**config.mk**
```make
export PLATFORM = sky130hd
export DESIGN_NAME = nested_conditional_section_tracker_core
export DESIGN_NICKNAME = d
export VERILOG_FILES = /design/src/design/nct_pkg.sv /design/src/design/nct_stack.sv /design/src/design/nested_conditional_section_tracker_core.sv
export VERILOG_INCLUDE_DIRS = /design/src /design/src/design
export SDC_FILE = /design/constraint.sdc
export NUM_CORES = 1
export LEC_CHECK = 0
export ABC_AREA = 1
export BUFFER_PORTS_ARGS = -buffer_cell sky130_fd_sc_hd__buf_2
export CAP_MARGIN = 40
export CORE_UTILIZATION = 53
export CTS_BUF_LIST = sky130_fd_sc_hd__clkbuf_8 sky130_fd_sc_hd__clkbuf_16
export CTS_CLUSTER_SIZE = 12
export DETAILED_ROUTE_END_ITERATION = 16
export MAX_ROUTING_LAYER = met4
export PLACE_DENSITY_LB_ADDON = 0.3
export SYNTH_ARGS = -nofsm -noshare
export SYNTH_HDL_FRONTEND = slang
export SYNTH_HIERARCHICAL = 1
export SYNTH_SLANG_ARGS = --single-unit
export TNS_END_PERCENT = 10
```
**constraint.sdc**
```tcl
create_clock -name clock -period 2.8 [get_ports clock]
set_clock_uncertainty 0.05 [all_clocks]
set_input_delay 0.28 -clock clock [delete_from_list [all_inputs] [get_ports clock]]
set_output_delay 0.28 -clock clock [all_outputs]
set_load 0.02 [all_outputs]
```
**src/design/nested_conditional_section_tracker_core_defines.svh**
```systemverilog
// assertion macros shared by the section tracker rtl
`ifndef NESTED_CONDITIONAL_SECTION_TRACKER_CORE_DEFINES_SVH
`define NESTED_CONDITIONAL_SECTION_TRACKER_CORE_DEFINES_SVH

`ifndef SYNTHESIS

// expression must hold at every edge outside reset
`define NCT_ASSERT_ALWAYS(label, clk, rst, expr) \
   label: assert property (@(posedge clk) disable iff (rst) (expr)) \
      else $error("section tracker check failed");

// consequent must hold in the same cycle as the antecedent
`define NCT_ASSERT_SAME(label, clk, rst, ante, cons) \
   label: assert property (@(posedge clk) disable iff (rst) (ante) |-> (cons)) \
      else $error("section tracker check failed");

// consequent must hold in the cycle after the antecedent
`define NCT_ASSERT_NEXT(label, clk, rst, ante, cons) \
   label: assert property (@(posedge clk) disable iff (rst) (ante) |=> (cons)) \
      else $error("section tracker check failed");

`else

`define NCT_ASSERT_ALWAYS(label, clk, rst, expr)
`define NCT_ASSERT_SAME(label, clk, rst, ante, cons)
`define NCT_ASSERT_NEXT(label, clk, rst, ante, cons)

`endif

`endif

```
**src/design/nct_pkg.sv**
```systemverilog
// types and constants of the nested conditional section tracker
`default_nettype none

package nct_pkg;

   localparam int MAX_NESTING_DEFAULT = 16;
   localparam int DEPTH_WIDTH = 5;

   typedef enum logic [2:0] {
      CMD_BLANK = 3'd0,
      CMD_IF    = 3'd1,
      CMD_ELSIF = 3'd2,
      CMD_ELSE  = 3'd3,
      CMD_ENDIF = 3'd4,
      CMD_LINE  = 3'd5
   } cmd_type;

   typedef enum logic [1:0] {
      SEC_EXEC      = 2'd0,
      SEC_IGNORE    = 2'd1,
      SEC_TIL_ENDIF = 2'd2
   } sec_type;

   typedef enum logic [2:0] {
      ST_OK        = 3'd0,
      ST_NO_COND   = 3'd1,
      ST_ELSIF_OUT = 3'd2,
      ST_ELSE_OUT  = 3'd3,
      ST_ENDIF_OUT = 3'd4,
      ST_OVERFLOW  = 3'd5,
      ST_BARE      = 3'd6
   } status_type;

   typedef struct packed {
      cmd_type cmd;
      logic    has_condition;
      logic    negate_parity;
      logic    bare_negation;
      logic    cond_ok;
   } req_type;

   typedef struct packed {
      logic                   run_line;
      logic                   eval_condition;
      status_type             status;
      logic [DEPTH_WIDTH-1:0] nest_depth;
   } rsp_type;

   typedef struct packed {
      logic    push;
      logic    set_top;
      logic    pop;
      sec_type value;
   } stack_op_type;

endpackage

`default_nettype wire

```
**src/design/nct_stack.sv**
```systemverilog
// section stack: memory of entries with the top entry held in a register
`default_nettype none
`include "nested_conditional_section_tracker_core_defines.svh"

module nct_stack #(
   parameter int MAX_NESTING = nct_pkg::MAX_NESTING_DEFAULT,
   localparam int CountWidth = $clog2(MAX_NESTING + 1)
) (
   input  logic                  clock,
   input  logic                  reset,
   input  nct_pkg::stack_op_type op,
   output logic [CountWidth-1:0] stack_count,
   output logic [CountWidth-1:0] stack_count_next,
   output nct_pkg::sec_type      top_state
);
   import nct_pkg::*;

   localparam int AddrWidth = (MAX_NESTING > 1) ? $clog2(MAX_NESTING) : 1;

   sec_type mem [MAX_NESTING];

   logic [CountWidth-1:0] count_ff, count_in;
   sec_type               top_ff, top_in;
   sec_type               below_ff;
   logic [CountWidth-1:0] wr_idx, rd_idx;

   always_comb begin
      count_in = count_ff;
      if (op.push) begin
         count_in = count_ff + CountWidth'(1);
      end else if (op.pop) begin
         count_in = count_ff - CountWidth'(1);
      end
   end

   // the entry under the top is fetched into a register ahead of time so a pop finds it ready
   always_comb begin
      top_in = top_ff;
      if (op.push || op.set_top) begin
         top_in = op.value;
      end else if (op.pop) begin
         top_in = below_ff;
      end
   end

   assign wr_idx = count_in - CountWidth'(1);
   assign rd_idx = count_in - CountWidth'(2);

   always_ff @(posedge clock) begin
      if (op.push || op.set_top) begin
         mem[wr_idx[AddrWidth-1:0]] <= op.value;
      end
      below_ff <= mem[rd_idx[AddrWidth-1:0]];
   end

   always_ff @(posedge clock) begin
      if (reset) begin
         count_ff <= '0;
      end else begin
         count_ff <= count_in;
      end
      top_ff <= top_in;
   end

   assign stack_count      = count_ff;
   assign stack_count_next = count_in;
   assign top_state        = top_ff;

   `NCT_ASSERT_ALWAYS(a_count_bound, clock, reset, count_ff <= CountWidth'(MAX_NESTING))
   `NCT_ASSERT_ALWAYS(a_single_op, clock, reset, !(op.push && op.pop))
   `NCT_ASSERT_NEXT(a_push_grows, clock, reset, op.push, count_ff == $past(count_ff) + CountWidth'(1))
   `NCT_ASSERT_NEXT(a_pop_shrinks, clock, reset, op.pop, count_ff == $past(count_ff) - CountWidth'(1))

endmodule

`default_nettype wire

```
**src/design/nested_conditional_section_tracker_core.sv**
```systemverilog
// top level of the nested conditional section tracker
// channel  direction  handshake              payload
// req      in         req_valid / req_stall   nct_pkg::req_type
// rsp      out        rsp_valid / rsp_stall   nct_pkg::rsp_type
// one item per cycle while req_stall is low; each result appears in the cycle after its transfer
// the stack top sits in a register and the entry below it is read from the
// stack memory into a register ahead of time, so a pop never stalls requests
// reset clears the depth count and the result valid flag; no clearing pass
// req_stall follows a held result that the rsp side stalls
`default_nettype none
`include "nested_conditional_section_tracker_core_defines.svh"

module nested_conditional_section_tracker_core #(
   parameter int MAX_NESTING = nct_pkg::MAX_NESTING_DEFAULT
) (
   input  logic             clock,
   input  logic             reset,
   input  logic             req_valid,
   output logic             req_stall,
   input  nct_pkg::req_type req_data,
   output logic             rsp_valid,
   input  logic             rsp_stall,
   output nct_pkg::rsp_type rsp_data
);
   import nct_pkg::*;

   localparam int CountWidth = $clog2(MAX_NESTING + 1);

   logic                  accept;
   logic                  open, full, truth;
   stack_op_type          op;
   logic [CountWidth-1:0] stack_count, stack_count_next;
   sec_type               top_state;
   logic [CountWidth+DEPTH_WIDTH-1:0] depth_wide;

   logic    run, eval;
   status_type status;
   rsp_type rsp_in;

   logic    rsp_valid_ff, rsp_valid_in;
   rsp_type rsp_data_ff;

   assign req_stall = rsp_valid_ff & rsp_stall;
   assign accept    = req_valid & ~req_stall;

   assign open  = stack_count != '0;
   assign full  = stack_count == CountWidth'(MAX_NESTING);
   assign truth = ~req_data.bare_negation & (req_data.cond_ok ^ req_data.negate_parity);

   always_comb begin
      op     = '{push: 1'b0, set_top: 1'b0, pop: 1'b0, value: SEC_EXEC};
      run    = 1'b0;
      eval   = 1'b0;
      status = ST_OK;
      unique case (req_data.cmd)
         CMD_IF: begin
            if (open && top_state != SEC_EXEC) begin
               if (full) begin
                  status = ST_OVERFLOW;
               end else begin
                  op.push  = 1'b1;
                  op.value = SEC_TIL_ENDIF;
               end
            end else if (!req_data.has_condition) begin
               status = ST_NO_COND;
            end else if (full) begin
               status = ST_OVERFLOW;
            end else begin
               status   = req_data.bare_negation ? ST_BARE : ST_OK;
               eval     = ~req_data.bare_negation;
               op.push  = 1'b1;
               op.value = truth ? SEC_EXEC : SEC_IGNORE;
            end
         end
         CMD_ELSIF: begin
            if (!open) begin
               status = ST_ELSIF_OUT;
            end else if (top_state == SEC_EXEC) begin
               op.set_top = 1'b1;
               op.value   = SEC_TIL_ENDIF;
            end else if (top_state == SEC_IGNORE) begin
               if (!req_data.has_condition) begin
                  status = ST_NO_COND;
               end else begin
                  status     = req_data.bare_negation ? ST_BARE : ST_OK;
                  eval       = ~req_data.bare_negation;
                  op.set_top = truth;
                  op.value   = SEC_EXEC;
               end
            end
         end
         CMD_ELSE: begin
            if (!open) begin
               status = ST_ELSE_OUT;
            end else if (top_state == SEC_EXEC) begin
               op.set_top = 1'b1;
               op.value   = SEC_TIL_ENDIF;
            end else if (top_state == SEC_IGNORE) begin
               op.set_top = 1'b1;
               op.value   = SEC_EXEC;
            end
         end
         CMD_ENDIF: begin
            if (!open) begin
               status = ST_ENDIF_OUT;
            end else begin
               op.pop = 1'b1;
            end
         end
         CMD_LINE: begin
            run = ~open | (top_state == SEC_EXEC);
         end
         default: begin
         end
      endcase
      // nothing touches the stack without a transfer
      op.push    = op.push & accept;
      op.set_top = op.set_top & accept;
      op.pop     = op.pop & accept;
   end

   nct_stack #(
      .MAX_NESTING(MAX_NESTING)
   ) u_stack (
      .clock           (clock),
      .reset           (reset),
      .op              (op),
      .stack_count     (stack_count),
      .stack_count_next(stack_count_next),
      .top_state       (top_state)
   );

   assign depth_wide = {{DEPTH_WIDTH{1'b0}}, stack_count_next};

   always_comb begin
      rsp_in.run_line       = run;
      rsp_in.eval_condition = eval;
      rsp_in.status         = status;
      rsp_in.nest_depth     = depth_wide[DEPTH_WIDTH-1:0];
   end

   assign rsp_valid_in = accept | (rsp_valid_ff & rsp_stall);

   always_ff @(posedge clock) begin
      if (reset) begin
         rsp_valid_ff <= 1'b0;
      end else begin
         rsp_valid_ff <= rsp_valid_in;
      end
      if (accept) begin
         rsp_data_ff <= rsp_in;
      end
   end

   assign rsp_valid = rsp_valid_ff;
   assign rsp_data  = rsp_data_ff;

   `NCT_ASSERT_NEXT(a_accept_gives_result, clock, reset, accept, rsp_valid_ff)
   `NCT_ASSERT_SAME(a_run_is_clean, clock, reset, rsp_valid_ff && rsp_data_ff.run_line, rsp_data_ff.status == ST_OK && !rsp_data_ff.eval_condition)
   `NCT_ASSERT_SAME(a_pop_needs_open, clock, reset, op.pop, stack_count != '0)

endmodule

`default_nettype wire

```
Word-level counts from Yosys, hierarchy flattened:

Memory sizes are Yosys's and may differ from the RTL's. A register that Yosys moved wholly into a read port is not among the register bits.
Cells that the tools add are included.

* flip-flop bits (word level): 18
* input bits: 11
* word-level logic and storage cells: 86
* bits in writable memories: 32
* memories kept: 1

Memory list
* u_stack.mem: depth 16, bits a word 2, rd ports 1, clocked after memory_dff 1, write ports 1, RTL line nct_stack.sv:20 `sec_type mem [MAX_NESTING];`

* eq/ne operators: 7
* add/sub/neg operators: 4
* reductions and logical operators: 7
* mux-type cells: 48
* bitwise operators: 12

Operators by type and width (number)
* $mux W3: 10
* $mux W1: 25
* $mux W2: 7
* $pmux W3 S4: 1
* $mux W5: 2
* $and A1 B1 Y1: 6
* $eq A3 B2 Y1 const B: 2
* $eq A3 B3 Y1 const B: 2
* $add A5 B1 Y5 const B: 1
* $eq A5 B5 Y1 const B: 1
* $reduce_bool A5 Y1: 1
* $sub A5 B1 Y5 const B: 1
* $pmux W1 S2: 2
* $pmux W2 S2: 1
* $reduce_bool A2 Y1: 2
* $sub A4 B1 Y4 const B: 1
* $sub A4 B2 Y4 const B: 1
* $eq A3 B1 Y1 const B: 1
* $not A1 Y1: 3
* $eq A2 B1 Y1 const B: 1
* $logic_not A2 Y1: 1
* $or A1 B1 Y1: 2
* $reduce_or A2 Y1: 1
* $logic_and A1 B1 Y1: 1
* other kinds (2): 2

Logic depth before layout (Yosys ltp):

Gate-level depths: netlist (run 1).

* depth after elaboration: 11
* depth in mapped cells: 18

Cells and area by module:

Netlist (run 1), hierarchy kept.

By module, submodules not included
* nct_stack: area each 2080.7 sq um, cells each 237, instances 1, seq. area each 1161.1 sq um
* nested_conditional_section_tracker_core: area each 671.9 sq um, cells each 80, instances 1, seq. area each 320.3 sq um

Worst setup path before layout (run 1):

Ideal clock, no wire load.

* kind: register to register
* start point: register rsp_valid_ff, in the netlist rsp_valid
* end point: memory u_stack/mem[10][0] (netlist name) (enable)
* setup time: 0.309 ns
* path slack: -0.213 ns
* arrival: 2.655 ns
* cell stages (with the launch flop): 17
* clock period less this slack: 3.013 ns
* path buffers: 0
* cells stage by stage: dfxtp_1 -> nand2_1 -> inv_1 -> nor2_2 -> nand4_1 -> a21oi_1 -> inv_2 -> nand3_2 -> nand3_1 -> nand2_4 -> inv_2 -> ha_1 -> nand2_1 -> nand2_1 -> nand2_1 -> nand3_2 -> nor2_1

RTL lines
* start: declaration: RTL line nested_conditional_section_tracker_core.sv:40 `logic rsp_valid_ff, rsp_valid_in;`
* start signal: assignment: RTL line nested_conditional_section_tracker_core.sv:148 `rsp_valid_ff <= rsp_valid_in;`
* end: declaration: RTL line nct_stack.sv:20

==> results of run 1 <==
## sequential cells by signal, summed over array words and instances (netlist names)
name,flops
u_stack/mem,32
rsp_data,10
u_stack/stack_count,5
u_stack/below_ff,2
u_stack/top_state,2
rsp_valid,1
## final timing paths
kind	startpoint	to	slack [ns]	depth (start not counted)
setup / recovery	u_stack/stack_count[3]	u_stack/mem[13][1]	0.19	14
hold reg to reg	rsp_valid	rsp_valid	0.44	2
hold / removal	reset	u_stack/stack_count[2]	0.16	2
setup reg to reg	u_stack/stack_count[3]	u_stack/mem[13][1]	0.19	14
## per-stage QoR
| stage | cell area [sq um] | total power, mW | hold WS [ns] | worst slack (ns) |
|---|---|---|---|---|
| floorplan | 2760 | 1.00 | 0.299 | 0.0289 |
| global placement | 2980 | 1.05 | 0.427 | 0.219 |
| detailed placement | 2980 | 1.05 | 0.426 | 0.171 |
| CTS | 3070 | 1.47 | 0.158 | 0.131 |
| global route | 3100 | 1.52 | 0.159 | 0.00604 |
| finish | 3100 | 1.46 | 0.157 | 0.186 |
## power groups by stage
stage	clock network (mW)	logic, mW	registers [mW]
finish	0.421	0.181	0.857
global route	0.460	0.201	0.860
CTS	0.436	0.177	0.857
detailed placement	0	0.176	0.875
global placement	0	0.174	0.875
floorplan	0	0.112	0.888
## layout make-up
cell class,count,area (sq um),area share [%]
Clock buffer,5,68.8,2.22
Clock inverter,3,21.3,0.687
Inverter,25,93.8,3.03
Multi-Input combinational cell,235,1170,37.7
Sequential cell,52,1490,48.0
Tap cell,67,83.8,2.71
Timing Repair Buffer,31,178,5.74
## layer usage
layer | GRT usage (%) | vias to the layer above | wire length, microns | share of wire [%]
li1 | - | 1111 | - | -
met1 | 29.8 | 966 | 2360 | 42
met2 | 38.1 | 79 | 2790 | 49
met3 | 4.34 | 4 | 455 | 8.1
met4 | 7.91 | 0 | 37 | 0.66
met5 | - | - | 0 | 0
## logic make-up (layout without fill, tap and decap cells)
logic type	Yosys count	after routing	synth area share, %
AND/OR/NAND/NOR	219	219	36.6
flip-flops	52	52	53.8
buffers and inverters	30	64	4.86
AO/OA/AOI/OAI	11	11	2.73
adder cells (fa/ha/maj)	3	3	1.36
XOR/XNOR	2	2	0.636
## layout by cell type, fill, tap and decap left out, types with 2 or more instances in the layout
master,count
nand2_1,118
edfxtp_1,44
nand3_1,37
nor2_1,29
buf_2,22
inv_1,17
nand2_2,10
buf_4,9
inv_2,7
nand3_2,7
nor2_2,5
clkbuf_8,5
dfxtp_1,5
nor2_4,4
a21oi_1,3
ha_1,3
dfxtp_2,3
a21oi_4,2
o22ai_1,2
nand4_1,2
nand2_4,2
## repair_timing
| item | in CTS | in global routing |
|---|---|---|
| gates resized for setup | 0 | 10 |
| setup buffers | 0 | 0 |
| endpoints found under the setup margin | 0 | 32 |
==> out/results.tsv, run 1 <==
stage	metric	value	unit
critical_path	CP max-delay cell	dfxtp_2	
pwr	Clk pwr share	28.8	%
cells_and_area	Final nets	364	
detailed_routing	via count	2160	
synthesis	post-synth top area share	48.0	%
global_route	first-pass GRT wire length	9100	microns
die	I/O pins	23	
clocking	CTS tree	yes	
place	PortBufs	22	
timing	min cycle time layout	2.61	ns
critical_path	Critical Path End Type	register	
global_route	remaining global-route overflow	0	
clocking	clock buffer depth	2	
clocking	CTS sink cnt	52	
pwr	P_int	1.09	mW
critical_path	crit-path cells	nor2_4 -> nand3_1 -> nand2_1 -> a21oi_4 -> buf_4 -> nor2_1 -> nand3_1 -> nand2_1 -> nand2_1 -> nand2_1 -> inv_1 -> nand3_1 -> nand3_2 -> nor2_1	
synthesis	Synth area leaders	edfxtp_1 48%, nand2_1 16%, nand3_1 6.7%, dfxtp_1 5.8%, nor2_1 4.5%	
die	Die Y	74.1	microns
detailed_routing	DRC errors left	0	
critical_path	most frequent cell on the critical path	nand2_1	
timing	Slew Limit Fails	0	
flow_run	max cap viols	0	
detailed_routing	Routed Antenna Nets	0	
synthesis	top post-synthesis cells by count	119 x nand2_1, 44 x edfxtp_1, 37 x nand3_1	
clocking	clock latency on the worst-skew pair	0.30	ns
critical_path	CP Max Fanout	5	
timing	Tightest Pin Transition	0.622	ns
detailed_routing	drt pass-1 iters	4	
timing	final worst path period share	93.3	%
die	core footprint	0.00485	sq mm
synthesis	Synthesis Warnings	6	
cells_and_area	fill count	398	
global_route	gr usage total	23.5	%
pwr	Static Leakage	1.37	nW
detailed_routing	Starting DRT DRC Count	147	
pwr	Switching Fraction	25.5	%
place	# placed instances	410	
pwr	switching power	371	uW
pwr	sequential share of power	58.7	%
synthesis	post-synthesis register bit count	52	
worst_hold_path	Hold Crit Class	input pin to register	
synthesis	Post-Synthesis Net Count	331	
critical_path	CP delay by family, top	simple AND/OR/NAND/NOR gates	
synthesis	top-count cell post-synth	nand2_1	
clocking	root buffer cell	clkbuf_8	
synthesis	Cell Area, Synth	0.00275	sq mm
synthesis	register area share after synthesis	53.8	%
die	initial core utilization	56.8	%
die	die width	74.1	microns
critical_path	worst path bufs/invs	2	
critical_path	CP Launch Type	register	
timing	fmax	0.383	GHz
global_route	largest net degree at the start of global routing	18	
die	Die ar.	0.00549	sq mm
synthesis	count of cell types in the netlist	31	
critical_path	critical path class	register to register	
pwr	PD cells	471	mW/mm^2
place	HPWL Detailed	4020	microns
critical_path	arrival time of the worst setup path	2.57	ns
detailed_routing	Wirelength per Cell	13.5	microns
synthesis	ys flop type	edfxtp_1	
clocking	CTS Buf Count	5	
detailed_routing	routed wire length	5640	microns
die	row count	25	
cells_and_area	layout cells sized above 1	23.1	%
cells_and_area	ANT cells	0	
clocking	CTS clock-pin slew for the worst setup and hold paths	0.09	ns
synthesis	Post-synth EDFFs	44	
critical_path	max incr delay on CP	0.36	ns
synthesis	Syn Inst Count	317	
timing	unrepaired setup endpoints after global routing	no	
synthesis	Synth Area per Inst	8.68	sq um
timing	final setup vio count	0	
timing	Hold Fails Final Rpt	0	
detailed_routing	Via density	5.17	
run_status	status	finished clean	
timing	setup tns final	0	ns
cells_and_area	post-layout util	63.9	%
pwr	Comb power frac	12.4	%
global_route	antenna violations before repair	0	
synthesis	Post-synth ARST share	0	%
place	routability congestion estimate	0.882	
global_route	via count of the first global-routing pass	1963	
clocking	CTS H-tree lvls	2	
synthesis	post-synth top area cell	edfxtp_1	
timing	Rel. slew slack	58.5	%
cells_and_area	synthesis-to-layout area growth	12.5	%
clocking	CTS Hold Bufs	0	
critical_path	worst path required time	2.75	ns
pwr	peak supply drop	0.337	mV
cells_and_area	fin cells	418	
(Power assumes the default switching activity.)
==> inputs of run 2 (changes only) <==
RECOVER_POWER = 100   (was not set)
==> run 2 against run 1 <==
  * Utilization down 0.77 points
  * First-iteration DRC count up 11%
  * Clock power about the same
  * Critical path type unchanged
  * Power down 0.40%
  * Critical path depth unchanged
  * Via count up 1.2%
  * Combinational power down 3%
  * Global-route usage unchanged
  * Sequential power about the same
  * Die area unchanged
==> out/results.tsv, run 2 (same netlist as run 1, synthesis figures left out) <==
stage	metric	value	unit	change
global_route	largest net degree at the start of global routing	18		unchanged
critical_path	launch point of the worst reg-to-reg path	u_stack/stack_count[3]		
detailed_routing	via count	2186		+1.2%
timing	Hold Fails Final Rpt	0		unchanged
pwr	Design Power	1.45	mW	-0.40%
cells_and_area	Final nets	364		unchanged
detailed_routing	Via density	5.23		+1.2%
clocking	root buffer cell	clkbuf_8		
timing	Rel. slew slack	34.8	%	-24 points
die	Die ar.	0.00549	sq mm	unchanged
cells_and_area	commonest cells after routing, fill and taps aside	118 x nand2_1, 44 x edfxtp_1, 37 x nand3_1		
cells_and_area	Largest register FFs	32		unchanged
clocking	CTS H-tree lvls	2		unchanged
global_route	via count of the first global-routing pass	1963		unchanged
global_route	first-pass GRT wire length	9100	microns	unchanged
timing	setup tns final	0	ns	unchanged
cells_and_area	commonest non-fill, non-tap cell in the layout	nand2_1		
die	core footprint	0.00485	sq mm	unchanged
die	Die Y	74.1	microns	unchanged
critical_path	Worst setup endpoint	u_stack/mem[13][1]		
flow_run	max cap viols	0		unchanged
die	initial core utilization	56.8	%	unchanged
timing	unrepaired setup endpoints after global routing	no		
worst_hold_path	Hold Crit Class	input pin to register		
detailed_routing	drt pass-1 iters	4		unchanged
detailed_routing	Wirelength per Cell	13.4	microns	-0.50%
die	die width	74.1	microns	unchanged
detailed_routing	DRC errors left	0		unchanged
clocking	clock latency on the worst-skew pair	0.30	ns	about the same
pwr	peak supply drop	0.337	mV	about the same
critical_path	Critical Path End Type	register		
cells_and_area	layout cells sized above 1	17.7	%	-5.4 points
cells_and_area	synthesis-to-layout area growth	11.1	%	
critical_path	arrival time of the worst setup path	2.53	ns	-0.04 ns
clocking	CTS Buf Count	5		unchanged
cells_and_area	post-route design area	0.00306	sq mm	-1.2%
timing	fmax	0.389	GHz	+1.5%
detailed_routing	Starting DRT DRC Count	163		+11%
timing	min cycle time layout	2.57	ns	-0.0398 ns
pwr	Static Leakage	1.33	nW	-3.0%
timing	Slew Limit Fails	0		unchanged
clocking	CTS sink cnt	52		unchanged
global_route	antenna violations before repair	0		unchanged
critical_path	CP Launch Point	u_stack/stack_count[3]		
die	I/O pins	23		unchanged
critical_path	R2R cell count	14		unchanged
clocking	CTS clock-pin slew for the worst setup and hold paths	0.09	ns	about the same
timing	final setup vio count	0		unchanged
critical_path	CP Launch Type	register		
detailed_routing	routed wire length	5610	microns	-0.50%
timing	final worst path period share	91.9	%	-1.4 points
clocking	clock buffer depth	2		unchanged
global_route	remaining global-route overflow	0		unchanged
timing	Tightest Pin Transition	0.974	ns	+0.352 ns
place	Area after DPL	0.00298	sq mm	unchanged
critical_path	CP Max Fanout	5		unchanged
place	PortBufs	22		unchanged
critical_path	worst path required time	2.75	ns	about the same
clocking	CTS tree	yes		
detailed_routing	Routed Antenna Nets	0		unchanged
cells_and_area	ANT cells	0		unchanged
critical_path	worst reg-to-reg setup slack	0.23	ns	+0.04 ns
die	row count	25		unchanged
global_route	gr usage total	23.5	%	unchanged
pwr	PD cells	475	mW/mm^2	+0.82%
critical_path	critical path class	register to register		
run_status	status	finished clean		
place	HPWL Detailed	4020	microns	unchanged
place	routability congestion estimate	0.882		unchanged
critical_path	RR Endpoint	u_stack/mem[13][1]		
-- run 2: critical path, stage by stage (launching register included) --
cell	delay [ns]
dfxtp_2	0.36
nor2_4	0.16
nand3_1	0.14
nand2_1	0.16
a21oi_4	0.09
buf_4	0.16
nor2_1	0.17
nand3_1	0.12
nand2_1	0.07
nand2_1	0.05
nand2_1	0.15
inv_1	0.13
nand3_1	0.14
nand3_2	0.13
nor2_1	0.18
-- run 2: how the worst min path moves through the flow --
stage,from,to,cells after the start
2_1_floorplan,reset,rsp_valid,1
3_3_place_gp,rsp_valid,rsp_valid,2
3_5_place_dp,rsp_valid,rsp_valid,2
4_1_cts,reset,rsp_valid,2
5_1_grt,reset,u_stack/stack_count[2],2
6_report,reset,u_stack/stack_count[2],2
-- run 2: area by class of cell --
type,instances,area [sq um]
Sequential cell,52,1490
Inverter,25,93.8
Tap cell,67,83.8
Multi-Input combinational cell,235,1150
Clock buffer,5,68.8
Fill cell,414,1790
Timing Repair Buffer,31,159
Clock inverter,3,21.3
-- run 2: routing by layer --
layer,share of wire (%),up-vias,track usage (%)
met5,0,-,-
met4,0.98,0,7.91
met3,8.9,7,4.34
met2,48,89,38.1
met1,42,983,29.8
li1,-,1107,-
-- run 2: where the power goes --
group / switching [mW] / internal [mW]
Clock: 0.242 / 0.178
Sequential: 0.00577 / 0.852
Combinational: 0.121 / 0.0548
Total: 0.369 / 1.08
-- run 2: repair_timing --
action	4_1_cts	5_1_grt
resized for setup	0	10
buffers inserted	0	0
endpoints found under the setup margin	0	32
hold buffers	0	0
-- run 2: through the flow --
stage	std cells	setup slack [ns]	util, %	hold slack, ns
floorplan	317	0.0289	-	0.299
global placement	410	0.219	61.5	0.427
detailed placement	410	0.171	61.5	0.426
CTS	418	0.131	63.4	0.158
global route	418	0.00100	63.1	0.159
finish	418	0.226	63.1	0.157
